[src/rtl/brl_pkg.sv]
`timescale 1ns / 1ps
`default_nettype none

package brl_pkg;

   localparam int COORD_W = 6;
   localparam int COLOR_W = 24;
   localparam int BYTE_W  = 8;
   // error term stays within about plus/minus one and a half major spans
   localparam int ERR_W   = COORD_W + 3;

   typedef logic [COORD_W-1:0]        coord_type;
   typedef logic [COLOR_W-1:0]        color_type;
   typedef logic [BYTE_W-1:0]         byte_type;
   typedef logic signed [ERR_W-1:0]   err_type;

   // controller to datapath
   typedef struct packed {
      logic load;   // capture a new segment and set up the walk
      logic step;   // emit current pixel and advance
   } brl_cmd_type;

   // datapath to controller
   typedef struct packed {
      logic at_end; // current pixel is the final one
   } brl_status_type;

endpackage

`default_nettype wire

[src/rtl/brl_ctrl.sv]
`timescale 1ns / 1ps
`default_nettype none

module brl_ctrl (
   input  wire                     clock,
   input  wire                     reset,
   input  wire                     start,
   input  brl_pkg::brl_status_type status,
   output brl_pkg::brl_cmd_type    cmd,
   output logic                    busy
);
   import brl_pkg::*;

   typedef enum logic {
      ST_IDLE,
      ST_WALK
   } state_type;

   state_type state_ff;
   state_type state_in;
   logic      busy_ff;
   logic      busy_in;

   always_comb begin
      cmd.load = start && !busy_ff;
      cmd.step = (state_ff == ST_WALK);
   end

   always_comb begin
      state_in = state_ff;
      busy_in  = busy_ff;
      case (state_ff)
         ST_IDLE: begin
            if (start) begin
               state_in = ST_WALK;
               busy_in  = 1'b1;
            end
         end
         ST_WALK: begin
            // drop busy after the final pixel goes out
            if (status.at_end) begin
               state_in = ST_IDLE;
               busy_in  = 1'b0;
            end
         end
         default: begin
            state_in = ST_IDLE;
            busy_in  = 1'b0;
         end
      endcase
   end

   always_ff @(posedge clock) begin
      if (reset) begin
         state_ff <= ST_IDLE;
         busy_ff  <= 1'b0;
      end else begin
         state_ff <= state_in;
         busy_ff  <= busy_in;
      end
   end

   assign busy = busy_ff;

endmodule

`default_nettype wire

[src/rtl/brl_datapath.sv]
`timescale 1ns / 1ps
`default_nettype none

module brl_datapath #(
   parameter int TILE_SIZE = 64
) (
   input  wire                     clock,
   input  wire                     reset,
   input  brl_pkg::brl_cmd_type    cmd,
   output brl_pkg::brl_status_type status,
   input  brl_pkg::coord_type      first_x,
   input  brl_pkg::coord_type      first_y,
   input  brl_pkg::coord_type      second_x,
   input  brl_pkg::coord_type      second_y,
   input  wire                     color_we,
   input  brl_pkg::color_type      color_wdata,
   output brl_pkg::coord_type      pixel_x,
   output brl_pkg::coord_type      pixel_y,
   output brl_pkg::byte_type       red,
   output brl_pkg::byte_type       green,
   output brl_pkg::byte_type       blue,
   output logic                    last
);
   import brl_pkg::*;

   localparam int COORD_MAX = (1 << COORD_W) - 1;
   localparam int CLAMP     = (TILE_SIZE - 1 > COORD_MAX) ? COORD_MAX : TILE_SIZE - 1;
   localparam coord_type CLAMP_C = coord_type'(CLAMP);

   coord_type ax, ay, bx, by;
   coord_type dx, dy;
   logic      x_major;
   logic      first_starts;
   coord_type s_maj, e_maj, s_min, e_min;

   coord_type major_ff, minor_ff, end_major_ff, maj_span_ff, min_span_ff;
   coord_type end_minor_w;
   logic      x_major_ff, step_up_ff, step_on_ff;
   err_type   err_ff;
   color_type color_ff;

   err_type               err_sum;
   logic signed [ERR_W:0] err_dbl;
   logic signed [ERR_W:0] maj_ext;
   logic                  minor_move;

   // clamp endpoints into the tile
   always_comb begin
      ax = (first_x  > CLAMP_C) ? CLAMP_C : first_x;
      ay = (first_y  > CLAMP_C) ? CLAMP_C : first_y;
      bx = (second_x > CLAMP_C) ? CLAMP_C : second_x;
      by = (second_y > CLAMP_C) ? CLAMP_C : second_y;
      dx = (ax > bx) ? ax - bx : bx - ax;
      dy = (ay > by) ? ay - by : by - ay;
      x_major = dx > dy;
      if (x_major) begin
         first_starts = ax < bx;
         s_maj = first_starts ? ax : bx;
         s_min = first_starts ? ay : by;
         e_maj = first_starts ? bx : ax;
         e_min = first_starts ? by : ay;
      end else begin
         first_starts = ay < by;
         s_maj = first_starts ? ay : by;
         s_min = first_starts ? ax : bx;
         e_maj = first_starts ? by : ay;
         e_min = first_starts ? bx : ax;
      end
      end_minor_w = e_min;
   end

   // error update for the next pixel
   always_comb begin
      err_sum    = err_ff + err_type'({1'b0, min_span_ff});
      err_dbl    = {err_sum, 1'b0};
      maj_ext    = (ERR_W+1)'({1'b0, maj_span_ff});
      minor_move = (err_dbl >= maj_ext);
   end

   always_ff @(posedge clock) begin
      if (cmd.load) begin
         major_ff     <= s_maj;
         minor_ff     <= s_min;
         end_major_ff <= e_maj;
         maj_span_ff  <= x_major ? dx : dy;
         min_span_ff  <= x_major ? dy : dx;
         x_major_ff   <= x_major;
         step_up_ff   <= end_minor_w > s_min;
         step_on_ff   <= end_minor_w != s_min;
         err_ff       <= '0;
      end else if (cmd.step) begin
         major_ff <= major_ff + coord_type'(1);
         if (minor_move) begin
            err_ff <= err_sum - err_type'({1'b0, maj_span_ff});
            if (step_on_ff) begin
               minor_ff <= step_up_ff ? minor_ff + coord_type'(1)
                                      : minor_ff - coord_type'(1);
            end
         end else begin
            err_ff <= err_sum;
         end
      end
   end

   always_ff @(posedge clock) begin
      if (reset) begin
         color_ff <= '0;
      end else if (color_we) begin
         color_ff <= color_wdata;
      end
   end

   assign status.at_end = (major_ff == end_major_ff);

   assign pixel_x = x_major_ff ? major_ff : minor_ff;
   assign pixel_y = x_major_ff ? minor_ff : major_ff;
   assign red     = color_ff[2*BYTE_W +: BYTE_W];
   assign green   = color_ff[BYTE_W +: BYTE_W];
   assign blue    = color_ff[0 +: BYTE_W];
   assign last    = status.at_end;

endmodule

`default_nettype wire

[src/rtl/bresenham_line_rasterizer_core.sv]
`timescale 1ns / 1ps
`default_nettype none

// Channel   Ports                                   Handshake
// -------   -------------------------------------   ------------------------------
// request   req_first_x/y, req_second_x/y           start high while busy low
// response  rsp_pixel_x/y, rsp_red/green/blue,      rsp_valid high with each word, one
//           rsp_last                                word per cycle, no back-pressure
// csr       csr_line_color                          csr_valid with csr_ready
//
// A segment of N pixels keeps busy high from the accept edge until its final
// word has left; one word leaves per cycle, and a new segment is taken only
// once busy is low. The single walk counter and its error accumulator step
// the walk. Reset is synchronous and active high; it clears the controller
// and the color register to zero. The receiver cannot stall the word stream.

module bresenham_line_rasterizer_core #(
   parameter int TILE_SIZE = 64
) (
   input  wire                clock,
   input  wire                reset,
   // request
   input  wire                start,
   output logic               busy,
   input  brl_pkg::coord_type req_first_x,
   input  brl_pkg::coord_type req_first_y,
   input  brl_pkg::coord_type req_second_x,
   input  brl_pkg::coord_type req_second_y,
   // response
   output logic               rsp_valid,
   output brl_pkg::coord_type rsp_pixel_x,
   output brl_pkg::coord_type rsp_pixel_y,
   output brl_pkg::byte_type  rsp_red,
   output brl_pkg::byte_type  rsp_green,
   output brl_pkg::byte_type  rsp_blue,
   output logic               rsp_last,
   // configuration
   input  wire                csr_valid,
   output logic               csr_ready,
   input  brl_pkg::color_type csr_line_color
);
   import brl_pkg::*;

   brl_cmd_type    cmd;
   brl_status_type status;

   // color register takes every write at once
   assign csr_ready = 1'b1;

   brl_ctrl u_ctrl (
      .clock  (clock),
      .reset  (reset),
      .start  (start),
      .status (status),
      .cmd    (cmd),
      .busy   (busy)
   );

   // the walk emits a word in every cycle it is stepping
   assign rsp_valid = cmd.step;

   brl_datapath #(
      .TILE_SIZE (TILE_SIZE)
   ) u_datapath (
      .clock       (clock),
      .reset       (reset),
      .cmd         (cmd),
      .status      (status),
      .first_x     (req_first_x),
      .first_y     (req_first_y),
      .second_x    (req_second_x),
      .second_y    (req_second_y),
      .color_we    (csr_valid && csr_ready),
      .color_wdata (csr_line_color),
      .pixel_x     (rsp_pixel_x),
      .pixel_y     (rsp_pixel_y),
      .red         (rsp_red),
      .green       (rsp_green),
      .blue        (rsp_blue),
      .last        (rsp_last)
   );

`ifndef NO_ASSERTIONS
   // an accepted segment always starts a walk
   a_accept_busy: assert property (@(posedge clock) disable iff (reset)
      (start && !busy) |=> (busy && rsp_valid))
      else $error("accepted segment did not start a walk");

   // words only leave while a segment is in flight
   a_valid_busy: assert property (@(posedge clock) disable iff (reset)
      rsp_valid |-> busy)
      else $error("word emitted while idle");

   // the final word releases the block
   a_last_release: assert property (@(posedge clock) disable iff (reset)
      (rsp_valid && rsp_last) |=> !busy)
      else $error("busy held after final word");

   // the walk is unbroken until the final word
   a_walk_cont: assert property (@(posedge clock) disable iff (reset)
      (rsp_valid && !rsp_last) |=> rsp_valid)
      else $error("walk broke off before final word");
`endif

endmodule

`default_nettype wire

[config.mk]
export PLATFORM = sky130hd
export DESIGN_NAME = bresenham_line_rasterizer_core
export DESIGN_NICKNAME = d
export VERILOG_FILES = /design/src/rtl/brl_pkg.sv /design/src/rtl/brl_ctrl.sv /design/src/rtl/brl_datapath.sv /design/src/rtl/bresenham_line_rasterizer_core.sv
export SDC_FILE = /design/constraint.sdc
export NUM_CORES = 1
export LEC_CHECK = 0
export BUFFER_PORTS_ARGS = -buffer_cell sky130_fd_sc_hd__clkbuf_2
export CORE_ASPECT_RATIO = 0.75
export CORE_MARGIN = 2
export CORE_UTILIZATION = 35
export CTS_CLUSTER_DIAMETER = 60
export DETAILED_ROUTE_END_ITERATION = 7
export PLACE_DENSITY = 0.6
export SLEW_MARGIN = 5
export SYNTH_ARGS = -nofsm -noshare
export SYNTH_HDL_FRONTEND = slang
export SYNTH_SLANG_ARGS = --single-unit
[constraint.sdc]
create_clock -name clock -period 12.05 [get_ports clock]
set_clock_uncertainty 0.15 [all_clocks]
set_input_delay 1.205 -clock clock [delete_from_list [all_inputs] [get_ports clock]]
set_output_delay 1.205 -clock clock [all_outputs]
set_load 0.03 [all_outputs]
==> results of run 1 <==
==> cells by family (layout without fill, tap and decap cells) <==
logic type / Yosys count / count (layout)
other: 1 / 1
and+or+nand+nor: 156 / 156
AOI/OAI and AO/OA: 155 / 155
buffers and inverters: 85 / 148
muxes: 92 / 92
xor gates and xnor gates: 38 / 38
adders and majority gates: 54 / 54
DFF: 68 / 68
==> through the flow <==
stage	utilization [%]	worst slack [ns]	cell area, µm²
after floorplan	-	6.19	5860
after global placement	39.5	5.83	6410
after detailed placement	39.5	5.70	6410
final	41.4	5.99	6710
after global routing	41.4	5.55	6710
after CTS	41.4	6.04	6710
==> layer usage <==
layer / up-vias / wire [µm] / GRT usage [%]
li1: 2460 / - / -
met1: 2206 / 8050 / 26.9
met2: 155 / 5600 / 22.1
met3: 11 / 1110 / 3.66
met4: 0 / 114 / 3.73
met5: - / 0 / 0
==> final cells by class <==
| cell class | instances | share of cell area [%] |
|---|---|---|
| clock buffer | 10 | 3.73 |
| clock inverter | 6 | 0.672 |
| inverter | 40 | 2.24 |
| multi-input combinational | 496 | 57.3 |
| sequential | 68 | 25.2 |
| tap | 210 | 3.92 |
| timing repair buffer | 92 | 6.94 |
==> synthesized netlist by cell type (all sizes together), types with 11 or more instances <==
cell | n | area share [%]
inv | 40 | 2.6
a21oi | 47 | 4.1
xor2 | 13 | 1.9
nand2 | 32 | 2.1
clkbuf | 33 | 2.1
nand3 | 11 | 0.94
edfxtp | 33 | 17
o21ai | 34 | 3.0
nor2b | 16 | 1.7
xnor2 | 25 | 4.0
nor2 | 59 | 3.8
mux2i | 74 | 13
a211oi | 16 | 2.1
buf | 12 | 1.2
mux2 | 18 | 3.5
ha | 47 | 10
dfxtp | 35 | 12
==> power by group <==
part | switching (mW) | internal [mW] | total [mW]
clock | 0.102 | 0.153 | 0.254
combinational | 0.622 | 0.450 | 1.07
sequential | 0.0566 | 0.329 | 0.386
==> state kept, by name (all words and copies together) (netlist names) <==
register	flops
u_datapath.color_ff	24
u_datapath.err_ff	9
u_datapath.step_up_ff	1
u_datapath.step_on_ff	1
u_datapath.min_span_ff	6
u_datapath.end_major_ff	6
u_datapath.maj_span_ff	6
u_datapath.minor_ff	6
u_ctrl.state_ff	1
u_datapath.x_major_ff	1
u_ctrl.busy	1
u_datapath.major_ff	6
==> worst register-to-register path, stage by stage (launching register included) <==
cell      delay, ns
edfxtp_1       0.42
ha_1           0.29
a21oi_1        0.28
nor2_2         0.12
or3_4          0.37
and2_2         0.21
ha_1           0.32
and3_1         0.19
a221oi_1       0.57
nor2b_1        0.24
nor2_1         0.06
a211oi_1       0.28
o31a_1         0.20
nor3_2         0.04
==> final timing paths <==
check	from	end	cells past startpoint
setup / recovery	req_first_x[1]	u_datapath.step_up_ff$_DFFE_PP_	20
hold / removal	u_datapath.err_ff[2]$_SDFFE_PP0P_	u_datapath.err_ff[2]$_SDFFE_PP0P_	2
setup reg to reg	u_datapath.min_span_ff[1]$_DFFE_PP_	u_datapath.err_ff[6]$_SDFFE_PP0P_	13
hold reg to reg	u_datapath.err_ff[2]$_SDFFE_PP0P_	u_datapath.err_ff[2]$_SDFFE_PP0P_	2
==> results_dict.tcl, run 1 <==
set metrics [dict create \
    syn_area_per_cell_um2 9.03 \
    vias 4832 \
    crit_top_cell "ha_1" \
    fp.dieH_um 116 \
    power_density_nw_per_um2 255 \
    grt_overflow 0 \
    io_buffers 90 \
    layout.nets 811 \
    cp-end-kind "flop" \
    layout_commonest_cell "clkbuf_2" \
    slowest_delay_ns 0.51 \
    routed_wl_mm 14.9 \
    worst_setup_path_start_kind "input pin" \
    die-area_um2 17800 \
    reg2reg_slack_ns 8.17 \
    grt_usage_pct 16.7 \
    cts_resized 0 \
    ir_drop_mv 0.0921 \
    die_w_um 153 \
    max_slew.worst_pin.slew_ns 1.11 \
    synth_xor_area_share_pct 5.94 \
    cts_max_path_buffers 2 \
    rsz0062_at_grt "false" \
    path_cells "clkbuf_2, inv_1, ha_1, ha_1, o221ai_1, nand3_1, o21ai_2, mux2i_1, xor2_1, inv_1, ha_1, nand3_1, o21ai_0, o21a_2, buf_4, mux2_2, ha_1, and4_1, nand3_1, a21boi_0" \
    syn_to_final_growth_pct 14.5 \
    gp_congestion 0.974 \
    power.total_mw 1.71 \
    via_per_inst 5.24 \
    status "finished clean" \
    cts_hold_buf 0 \
    cap_violations 0 \
    yosys_most_used_dff "dfxtp_1" \
    root_buffer "clkbuf_16" \
    yosys.cell_types.count 70 \
    synth_top_family_by_area "compound AO/OA/AOI/OAI gates" \
    num_io_pins 92 \
    drc 0 \
    cts-htree-levels 3 \
    synth-seq-cells 68 \
    arrival_ns 5.98 \
    setup_viol 0 \
    required_ns 11.97 \
    layout.cells.non_filler 922 \
    dp_hpwl_mm 11.7 \
    clk_pin_slew_worst_paths_ns 0.06 \
    post_cts_buffers 0 \
    register_area_um2 1690 \
    dp_cells 906 \
    leakagePower_nw 3.04 \
    grt_max_degree 36 \
    diodes 0 \
    synth_warnings 0 \
    holdWs_ns 0.334 \
    synth_fp_nets 753 \
    detail_route.wl_per_cell_um 16.1 \
    core_area_um2 16200 \
    slew_headroom_pct 26.0 \
    synth_mux_area_share_pct 16.2 \
    fill_cells 1621 \
    fin_crit_sh_pct 50.3 \
    grt_pass1_wl_mm 23.5 \
    drt_iter0_markers 390 \
    hold_violations 0 \
    drive_gt1_share_pct 20.6 \
    drv_slew 0 \
    syn_inst 649 \
    postRouteAntennaNets 0 \
    hold_path_class "flop to flop" \
    clk_latency_ns 0.33 \
    antenna_found_initial 0 \
    multi_input_area_um2 3840 \
    start_util_pct 36.1 \
    synth_area_um2 5860 \
    first_pass_iters 5 \
    crit_buf_inv 4 \
    yosysSeqAreaShare_pct 28.9 \
    rows 40 \
    synth_compound_area_share_pct 17.8 \
    critical-path-slowest-cell "o21a_2" \
    cts_tree "done" \
    final_cell_mix "clkbuf_2 (90), mux2i_1 (74), nor2_1 (58)" \
    clock-sinks 68 \
    synthArstFlopShare_pct 0 \
    synthSimpleGateAreaFrac_pct 13.2 \
    period_needed_ns 6.06 \
    cp_max_fo 26 \
    criticalPathCategory "input pin to flop" \
    synth_edf_count 33 \
    grt_pass1_vias 4324 \
    tns_ns 0 \
    max_freq_ghz 0.165 \
    synthAdderAreaFrac_pct 12.1 \
    cts_buffers 9 \
    crit_family "compound AO/OA/AOI/OAI gates" \
]
(Power assumes the default switching activity.)
==> inputs of run 2 (changes only) <==
--- a/config.mk
+++ b/config.mk
@@ -11,7 +11,7 @@
 export CORE_UTILIZATION = 35
 export CTS_CLUSTER_DIAMETER = 60
 export DETAILED_ROUTE_END_ITERATION = 7
-export PLACE_DENSITY = 0.6
+export PLACE_DENSITY = 0.62
 export SLEW_MARGIN = 5
 export SYNTH_ARGS = -nofsm -noshare
 export SYNTH_HDL_FRONTEND = slang
==> constraint.sdc (replaced) <==
create_clock -name clock -period 5.56 [get_ports clock]
set_clock_uncertainty 0.15 [all_clocks]
set_input_delay 0.556 -clock clock [delete_from_list [all_inputs] [get_ports clock]]
set_output_delay 0.556 -clock clock [all_outputs]
set_load 0.03 [all_outputs]
==> run 2 against run 1 <==
Cell count grew 0.54%. Final area grew 0.99%. Combinational power grew 110%. Sequential share of layout area shrank 0.25 points. Clock-buffer cell count is the same. Sequential power grew 120%. Non-clock buffer count grew 5. Register-to-register slack lost 6.5 ns. Worst hold slack lost 0.012 ns. Flip-flop and latch count is the same. Die area is the same. Core utilization grew 0.41 points. Largest cell class unchanged. Largest power group unchanged.
==> results_dict.tcl, run 2 (same netlist as run 1, synthesis figures left out) <==
set metrics [dict create \
    status "finished clean" \
    reg2regPathDepth 13 \
    die-area_um2 17800 \
    largest_reg_flops 24 \
    grt_pass1_wl_mm 23.2 \
    ir_drop_mv 0.177 \
    cp-end-kind "flop" \
    clock-sinks 68 \
    max_slew.worst_pin.slew_ns 0.842 \
    min-delay-start "csr_line_color[19]" \
    layout_commonest_cell "clkbuf_2" \
    root_buffer "clkbuf_16" \
    detail_route.wl_per_cell_um 15.8 \
    diodes 0 \
    rows 40 \
    vias 4840 \
    regMostFlops "u_datapath.color_ff" \
    fin_crit_sh_pct 90.5 \
    holdWs_ns 0.322 \
    required_ns 5.48 \
    postRouteAntennaNets 0 \
    routed_wl_mm 14.7 \
    leakagePower_nw 3.07 \
    arrival_ns 4.95 \
    grt_usage_pct 16.4 \
    grt_overflow 0 \
    reg_top3 "u_datapath.color_ff: 24 flops, u_datapath.err_ff: 9 flops" \
    dp_hpwl_mm 11.7 \
    criticalPathCategory "input pin to flop" \
    hold_path_class "input pin to flop" \
    gp_congestion 0.982 \
    drive_gt1_share_pct 21.1 \
    holdPathEnd "u_datapath.color_ff[19]$_SDFFE_PP0P_" \
    drv_slew 0 \
    die_w_um 153 \
    syn_to_final_growth_pct 15.6 \
    drt_iter0_markers 409 \
    cts_buffers 9 \
    fp.dieH_um 116 \
    max_freq_ghz 0.199 \
    critical-path-slowest-cell "o21a_4" \
    worst_setup_path_start_kind "input pin" \
    first_pass_iters 5 \
    rsz0062_at_grt "false" \
    core_area_um2 16200 \
    grt_max_degree 30 \
    power.total_mw 3.75 \
    drc 0 \
    clk_pin_slew_worst_paths_ns 0.06 \
    via_per_inst 5.22 \
    utilization_pct 41.8 \
    layout.nets 816 \
    period_needed_ns 5.03 \
    hold_depth 3 \
    cap_violations 0 \
    final_cell_mix "clkbuf_2 (90), mux2i_1 (74), nor2_1 (58)" \
    grt_pass1_vias 4395 \
    crit_top_cell "ha_1" \
    cp_max_fo 28 \
    start_util_pct 36.1 \
    num_io_pins 92 \
    hold_violations 0 \
    rr_startpoint "u_datapath.min_span_ff[0]$_DFFE_PP_" \
    r2r-end "u_datapath.err_ff[6]$_SDFFE_PP0P_" \
    reg2reg_slack_ns 1.70 \
    io_buffers 90 \
    antenna_found_initial 0 \
    slowest_delay_ns 0.38 \
    setup_viol 0 \
    cts_tree "done" \
    cts_max_path_buffers 2 \
    power_density_nw_per_um2 553 \
    tns_ns 0 \
    slew_headroom_pct 43.8 \
    cts-htree-levels 3 \
    clk_latency_ns 0.32 \
    path_cells "clkbuf_2, inv_1, ha_1, ha_1, o221ai_1, nand3_1, o21ai_2, mux2i_1, xor2_1, inv_1, ha_1, nand3_1, o21ai_0, o21a_4, buf_4, a211oi_1, a21oi_1, ha_1, a21oi_1, nor2b_1, o21ai_0, a21boi_0" \
]
[run 2: cell type report]
type	count	area, µm²
multi-input combinational	496	3850
fill	1607	9440
clock inverter	6	88.8
sequential	68	1690
clock buffer	10	229
timing repair buffer	97	503
tap	210	263
inverter	40	150
[run 2: report_power, final]
part,switching (mW),internal [mW]
sequential,0.125,0.713
clock,0.214,0.393
combinational,1.31,0.988
total,1.65,2.09
[run 2: worst max-delay path by stage]
| stage | startpoint | to | slack [ns] |
|---|---|---|---|
| 2_1_floorplan | req_first_x[3] | u_datapath.step_up_ff$_DFFE_PP_ | 0.35 |
| 3_3_place_gp | req_first_x[1] | u_datapath.step_up_ff$_DFFE_PP_ | 0.30 |
| 3_5_place_dp | req_first_x[1] | u_datapath.step_up_ff$_DFFE_PP_ | 0.16 |
| 4_1_cts | req_first_x[1] | u_datapath.step_up_ff$_DFFE_PP_ | 0.50 |
| 5_1_grt | req_first_x[1] | u_datapath.step_up_ff$_DFFE_PP_ | 0.08 |
| 6_report | req_first_x[1] | u_datapath.step_up_ff$_DFFE_PP_ | 0.53 |
[run 2: critical path: cells and delay by family]
| kind | cells | cell delay [ns] |
|---|---|---|
| muxes | 1 | 0.29 |
| AOI/OAI and AO/OA | 9 | 1.79 |
| xor gates and xnor gates | 1 | 0.26 |
| adders and majority gates | 4 | 1.14 |
| and+or+nand+nor | 3 | 0.35 |
| buffers and inverters | 4 | 0.52 |
[run 2: metrics by stage]
step	worst slack [ns]	instances	area, µm²
after global routing	0.0823	927	6770
final	0.529	927	6770
after detailed placement	0.163	911	6450
after global placement	0.295	911	6450
after CTS	0.504	927	6770
after floorplan	0.353	649	5860
[run 2: repair_timing]
item / 4_1_cts / 5_1_grt
endpoints found under the setup margin: 0 / 1
setup buffers: 0 / 0
gates resized for setup: 0 / 1
hold buffers: 0 / 0
[run 2: routing by layer]
| layer | vias up | wire [µm] | track usage (%) |
|---|---|---|---|
| met2 | 170 | 5900 | 23.9 |
| met3 | 4 | 1000 | 2.36 |
| met5 | - | 0 | 0 |
| met4 | 0 | 48 | 3.30 |
| li1 | 2458 | - | - |
| met1 | 2208 | 7720 | 25.5 |
